$ cat config.mk
export PLATFORM = sky130hd
export DESIGN_NAME = pisq_step
export DESIGN_NICKNAME = d
export VERILOG_FILES = /design/src/design/pisq_pkg.sv /design/src/design/pisq_step.sv
export SDC_FILE = /design/constraint.sdc
export NUM_CORES = 1
export LEC_CHECK = 0
export BUFFER_PORTS_ARGS = -buffer_cell sky130_fd_sc_hd__buf_2
export CORE_AREA = 2 2 254 256
export CTS_BUF_LIST = sky130_fd_sc_hd__clkbuf_4
export DETAILED_ROUTE_END_ITERATION = 12
export DIE_AREA = 0 0 256 258
export PLACE_DENSITY_LB_ADDON = 0.08
export SKIP_LAST_GASP = 1
export SLEW_MARGIN = 20
export SYNTH_ARGS = -nofsm -noshare
export SYNTH_HDL_FRONTEND = slang
export SYNTH_SLANG_ARGS = --single-unit
$ cat constraint.sdc
create_clock -name i_clk -period 3.57 [get_ports i_clk]
set_clock_uncertainty 0.2 [all_clocks]
set_input_delay 0.714 -clock i_clk [delete_from_list [all_inputs] [get_ports i_clk]]
set_output_delay 0.714 -clock i_clk [all_outputs]
set_load 0.03 [all_outputs]
$ cat src/design/pisq_pkg.sv
// pisq_pkg: shared types and fixed widths for the product / square-root block
// used by pisq_mul, pisq_step and product_isqrt_128; no dependencies
package pisq_pkg;

    localparam int FIELD_W = 64;
    localparam int HALF_W  = 32;
    localparam int PROD_W  = 2 * FIELD_W;

    typedef struct packed {
        logic [FIELD_W-1:0] factor_a;
        logic [FIELD_W-1:0] factor_b;
    } t_in_item;

    typedef struct packed {
        logic [FIELD_W-1:0] product_high;
        logic [FIELD_W-1:0] product_low;
        logic [FIELD_W-1:0] root;
    } t_out_item;

endpackage

$ cat src/design/pisq_step.sv
// pisq_step: one registered bit of the digit-by-digit square root
// keeps remainder = product - root^2 and carries the product along; uses pisq_pkg
module pisq_step #(
    parameter int STEP   = 0,
    parameter int ROOT_W = 64
) (
    input  logic                           i_clk,
    input  logic                           i_rst_n,
    input  logic                           i_en,
    input  logic                           i_vld,
    input  logic [2*ROOT_W-1:0]            i_rem,
    input  logic [ROOT_W-1:0]              i_root,
    input  logic [pisq_pkg::PROD_W-1:0]    i_prod,
    output logic                           o_vld,
    output logic [2*ROOT_W-1:0]            o_rem,
    output logic [ROOT_W-1:0]              o_root,
    output logic [pisq_pkg::PROD_W-1:0]    o_prod
);

    localparam int RW = 2 * ROOT_W;

    logic [RW-1:0]               w_delta;
    logic                        w_take;
    logic                        r_vld;
    logic [RW-1:0]               r_rem, n_rem;
    logic [ROOT_W-1:0]           r_root, n_root;
    logic [pisq_pkg::PROD_W-1:0] r_prod;

    // (root + 2^s)^2 - root^2 = root * 2^(s+1) + 2^(2s); root has no bits at or below s
    always_comb begin
        w_delta = (RW'(i_root) << (STEP + 1)) | (RW'(1) << (2 * STEP));
        w_take  = (i_rem >= w_delta);
        n_rem   = w_take ? (i_rem - w_delta) : i_rem;
        n_root  = w_take ? (i_root | (ROOT_W'(1) << STEP)) : i_root;
    end

    always_ff @(posedge i_clk) begin
        if (!i_rst_n) begin
            r_vld <= 1'b0;
        end else if (i_en) begin
            r_vld <= i_vld;
        end
    end

    always_ff @(posedge i_clk) begin
        if (i_en) begin
            r_rem  <= n_rem;
            r_root <= n_root;
            r_prod <= i_prod;
        end
    end

    assign o_vld  = r_vld;
    assign o_rem  = r_rem;
    assign o_root = r_root;
    assign o_prod = r_prod;

endmodule

# Word-level counts from Yosys, hierarchy flattened
# Cells that the tools add are included.
[totals]
elab_cells = 8
reg_bits = 321
inputBits = 324
out_inout_bits = 321
[op_classes]
order_cmp = 1
mux = 1
n_addsub = 1
[op_table]
columns = ["op", "n"]
rows = [
  ["128-bit by 65-bit >= comparator with 1-bit output", 1],
  ["128-bit 2-to-1 mux", 1],
  ["128-bit by 65-bit subtractor with 128-bit output", 1],
]

# Depth between registers and ports, before layout
[logic_depth]
depth_word = 2
depth_mapped = 14
ltp_nobuf = 11

# Worst setup path before layout
# No wires, ideal clock.
[synth_timing]
kind = "input -> register"
startpoint = "input i_root[0]"
endpoint = "register r_rem[120] (netlist: o_rem[120]) (data pin)"
cell_stages = 12
path_buffers = 1
required_ps = 3112
arrival_ps = 3402
setup_time_ps = 258
path_slack_ps = -289
path_cell_list = "inv_1 fa_1 a211oi_1 o21ai_1 a41oi_1 nand3_1 o311ai_0 a211oi_1 nor3_1 buf_6 nand4b_1 xnor2_1"
[synth_between]
elab_chain_cells = 2
word_cells_on_any_way = 3
cone_classes = "1 x add/sub; 1 x order compare; 1 x mux"
[synth_rtl]
columns = ["element", "line", "rtl"]
rows = [
  ["from (decl)", "pisq_step.sv:12", "input logic [ROOT_W-1:0] i_root,"],
  ["128-bit by 65-bit subtractor with 128-bit output / 128-bit by 65-bit >= comparator with 1-bit output (equally long branches)", "pisq_step.sv:33, pisq_step.sv:32", ""],
  ["128-bit 2-to-1 mux *", "pisq_step.sv:33", "n_rem = w_take ? (i_rem - w_delta) : i_rem;"],
  ["net n_rem[120]", "pisq_step.sv:25", "logic [RW-1:0] r_rem, n_rem;"],
  ["to (signal assigned)", "pisq_step.sv:47", "r_rem <= n_rem;"],
  ["to (decl)", "pisq_step.sv:25", ""],
]
# The timed path passes the listed nets; every way through them passes the cells marked *.
# A chain may end at the register's enable or synchronous reset.

# Final worst setup path
[layout_timing]
startpoint = "input i_root[51]"
endpoint = "register r_rem[102] (netlist: o_rem[102]) (data pin)"
# The elaborated chain is that of the path after synthesis.

==> impl_metrics.tcl <==
set metrics [dict create \
    ys_seq_elements 321 \
    p_sw_frac 0.330 \
    seq_area_mm2 0.00963 \
    final_common_cell "buf_2" \
    postSynthCellCount 1440 \
    grt_max_degree 71 \
    grt_pass1_vias 18100 \
    r2r_end "o_vld$_SDFFE_PN0P_" \
    io_buffers 644 \
    hold_viol 0 \
    syn_avg_cell_area_um2 11.5 \
    p_sw_mw 3.80 \
    p_leak_nw 12.4 \
    place_congestion 0.866 \
    final_nets 3227 \
    hold_depth 3 \
    clkSlewWorstSetupHoldPaths_ns 0.06 \
    cts_tree "yes" \
    setup_violations 0 \
    die-area_mm2 0.0660 \
    cts_buffer_depth 3 \
    num_rows 93 \
    vias_per_cell 4.53 \
    ys_types 74 \
    wl_um 73700 \
    grt_pass1_wl_um 109000 \
    hold_class "in -> reg" \
    maxCapViolCount 0 \
    drc_errors 0 \
    grt_use_total 0.218 \
    antenna_found_initial 16 \
    netlist_area_mm2 0.0166 \
    hpwl_um 59100 \
    arrival_ns 3.91 \
    p_seq_frac 0.408 \
    seq_area_frac_synth 0.581 \
    ys_async_sr_fraction 0 \
    layout.cells.most_common_list "buf_2 (643), buf_4 (438), edfxtp_1 (320)" \
    ios 645 \
    cts_made_buffers 94 \
    rsz0062_at_grt "false" \
    reg2reg_from "o_vld$_SDFFE_PN0P_" \
    synth_nets 1830 \
    num_vias 17100 \
    synth_ff_type "edfxtp_1" \
    worst_slew_pin_slew_ns 0.688 \
    p_clk_frac 0.304 \
    max_clock_freq_mhz 282 \
    synth_edf_count 320 \
    path_class "in -> reg" \
    start_util 0.260 \
    firstDrtPassIters 5 \
    status "completed" \
    finalCritPeriodShare 0.995 \
    antenna_left 0 \
    placed_area_mm2 0.0241 \
    p_int_mw 7.72 \
    finalCriticalPeriod_ns 3.55 \
    die-height_um 258 \
    start_kind "primary input" \
    drive_gt1_frac 0.444 \
    hp-start "i_rem[36]" \
    num-fill-cells 6330 \
    die_w_um 256 \
    comb_power_share 0.288 \
    core_mm2 0.0636 \
    htreeDepth 3 \
    slew_headroom 0.541 \
    min_to "o_rem[36]$_DFFE_PP_" \
    cts_num_sinks 321 \
    r2r_setup_slack_ns 2.23 \
    wl_per_cell_um 19.5 \
    p_per_area_mw_per_mm2 410 \
    setup_tns_ns 0 \
    maxSlewViolCount 0 \
    cp.required_ns 3.93 \
    endpoint_kind "flop" \
    grt_overflow_total 0 \
    clockRootBuffer "clkbuf_4" \
    first_iter_violations 989 \
    clk_latency_ns 0.80 \
    yosys_warnings 0 \
    reg2reg_depth 3 \
    path_max_fanout 4 \
    stdcell_area_mm2 0.0281 \
    area_delta_synth_final_pct 69.6 \
    multi_input_area_mm2 0.00655 \
    peakVddDrop_mv 0.248 \
]
==> synthesized netlist by cell type (all sizes together), types with 4 or more instances <==
| cell type | number | share of area |
|---|---|---|
| a211oi | 6 | 0.0030 |
| a21o | 17 | 0.0077 |
| a21oi | 145 | 0.044 |
| a31oi | 9 | 0.0034 |
| and2 | 6 | 0.0023 |
| and3 | 8 | 0.0030 |
| and4 | 5 | 0.0026 |
| buf | 12 | 0.0045 |
| clkbuf | 41 | 0.0093 |
| edfxtp | 320 | 0.58 |
| ha | 65 | 0.049 |
| inv | 85 | 0.019 |
| mux2 | 12 | 0.0082 |
| nand2 | 98 | 0.022 |
| nand2b | 7 | 0.0026 |
| nand3 | 29 | 0.0088 |
| nand4 | 47 | 0.018 |
| nand4b | 4 | 0.0021 |
| nor2 | 122 | 0.028 |
| nor2b | 9 | 0.0034 |
| nor3 | 36 | 0.011 |
| nor3b | 5 | 0.0026 |
| nor4 | 39 | 0.020 |
| o2111ai | 6 | 0.0032 |
| o211ai | 12 | 0.0054 |
| o21a | 13 | 0.0059 |
| o21ai | 68 | 0.021 |
| o21bai | 11 | 0.0050 |
| o31ai | 6 | 0.0027 |
| or2 | 9 | 0.0034 |
| or3 | 15 | 0.0057 |
| or4 | 6 | 0.0029 |
| xnor2 | 81 | 0.043 |
| xor2 | 40 | 0.021 |
==> critical path, stage by stage <==
cell and delay (ns):
dlygate4sd3_1 0.54, buf_2 0.12, inv_1 0.04, ha_1 0.32, nand4_1 0.21, nor2_2 0.16
nand4_1 0.22, o41ai_4 0.41, a211oi_2 0.10, and3_4 0.18, or3_1 0.36, buf_4 0.18
nor4_4 0.24, xor2_1 0.10
==> kinds of logic after synthesis <==
logic type / share of synthesized area
simple gates: 0.141
flops: 0.581
mux: 0.00937
fa+ha+maj: 0.0503
xor+xnor: 0.0640
buf+inv: 0.0331
compound gates: 0.121
==> area by class of cell <==
type                       count  share of cell area
antenna                        6            0.000534
clock buffer                 138              0.0369
clock inverter                30             0.00539
inverter                      85              0.0114
multi-input combinational    981               0.233
sequential                   321               0.343
tap                          855              0.0381
timing repair buffer        1354               0.332
==> layer usage <==
metal	track usage	share of wire	wire (um)
met5	0	0.00069	51
met4	0.0867	0.036	2630
met3	0.0499	0.062	4590
met2	0.390	0.50	36900
met1	0.253	0.40	29500
==> metrics by stage <==
stage / util / std cells / power [mW] / hold WS [ns] / worst slack, ns
2_1_floorplan: - / 1440 / 6.34 / 0.440 / -0.0336
3_3_place_gp: 0.379 / 3329 / 7.85 / 0.292 / -0.832
3_5_place_dp: 0.379 / 3329 / 7.85 / 0.302 / -0.797
4_1_cts: 0.440 / 3761 / 11.7 / 0.000269 / 0.00443
5_1_grt: 0.441 / 3765 / 12.1 / 0.0401 / 0.0135
6_report: 0.441 / 3770 / 11.5 / 0.124 / 0.0192
==> worst max path at each step <==
| stage | cells after the start | slack, ns | to | startpoint |
|---|---|---|---|---|
| finish | 14 | 0.02 | o_rem[102]$_DFFE_PP_ | i_root[51] |
| global route | 14 | 0.01 | o_rem[102]$_DFFE_PP_ | i_root[51] |
| CTS | 10 | 0.004 | o_rem[1]$_DFFE_PP_ | i_rem[117] |
| detailed placement | 14 | -0.80 | o_rem[102]$_DFFE_PP_ | i_root[15] |
| global placement | 14 | -0.83 | o_rem[102]$_DFFE_PP_ | i_root[23] |
| floorplan | 13 | -0.03 | o_rem[102]$_DFFE_PP_ | i_root[31] |
==> timing repair <==
action                     CTS  global route
setup endpoints to repair    0            46
hold endpoints to repair   263             0
hold buffers               264             0
buffers inserted             0             3
resized for setup            0            18
==> power by group through the flow <==
stage	logic, mW	registers (mW)	clock network (mW)
final	3.31	4.69	3.51
after CTS	3.33	4.70	3.67
after global placement	3.08	4.77	0
after floorplan	0.821	5.52	0
after detailed placement	3.08	4.77	0
after global routing	3.55	4.72	3.86
==> sequential cells by signal, indices dropped and copies added (netlist names) <==
register / cells
o_rem: 128
o_vld: 1
o_root: 64
o_prod: 128
Note: power is estimated with default switching activity, not from simulation.
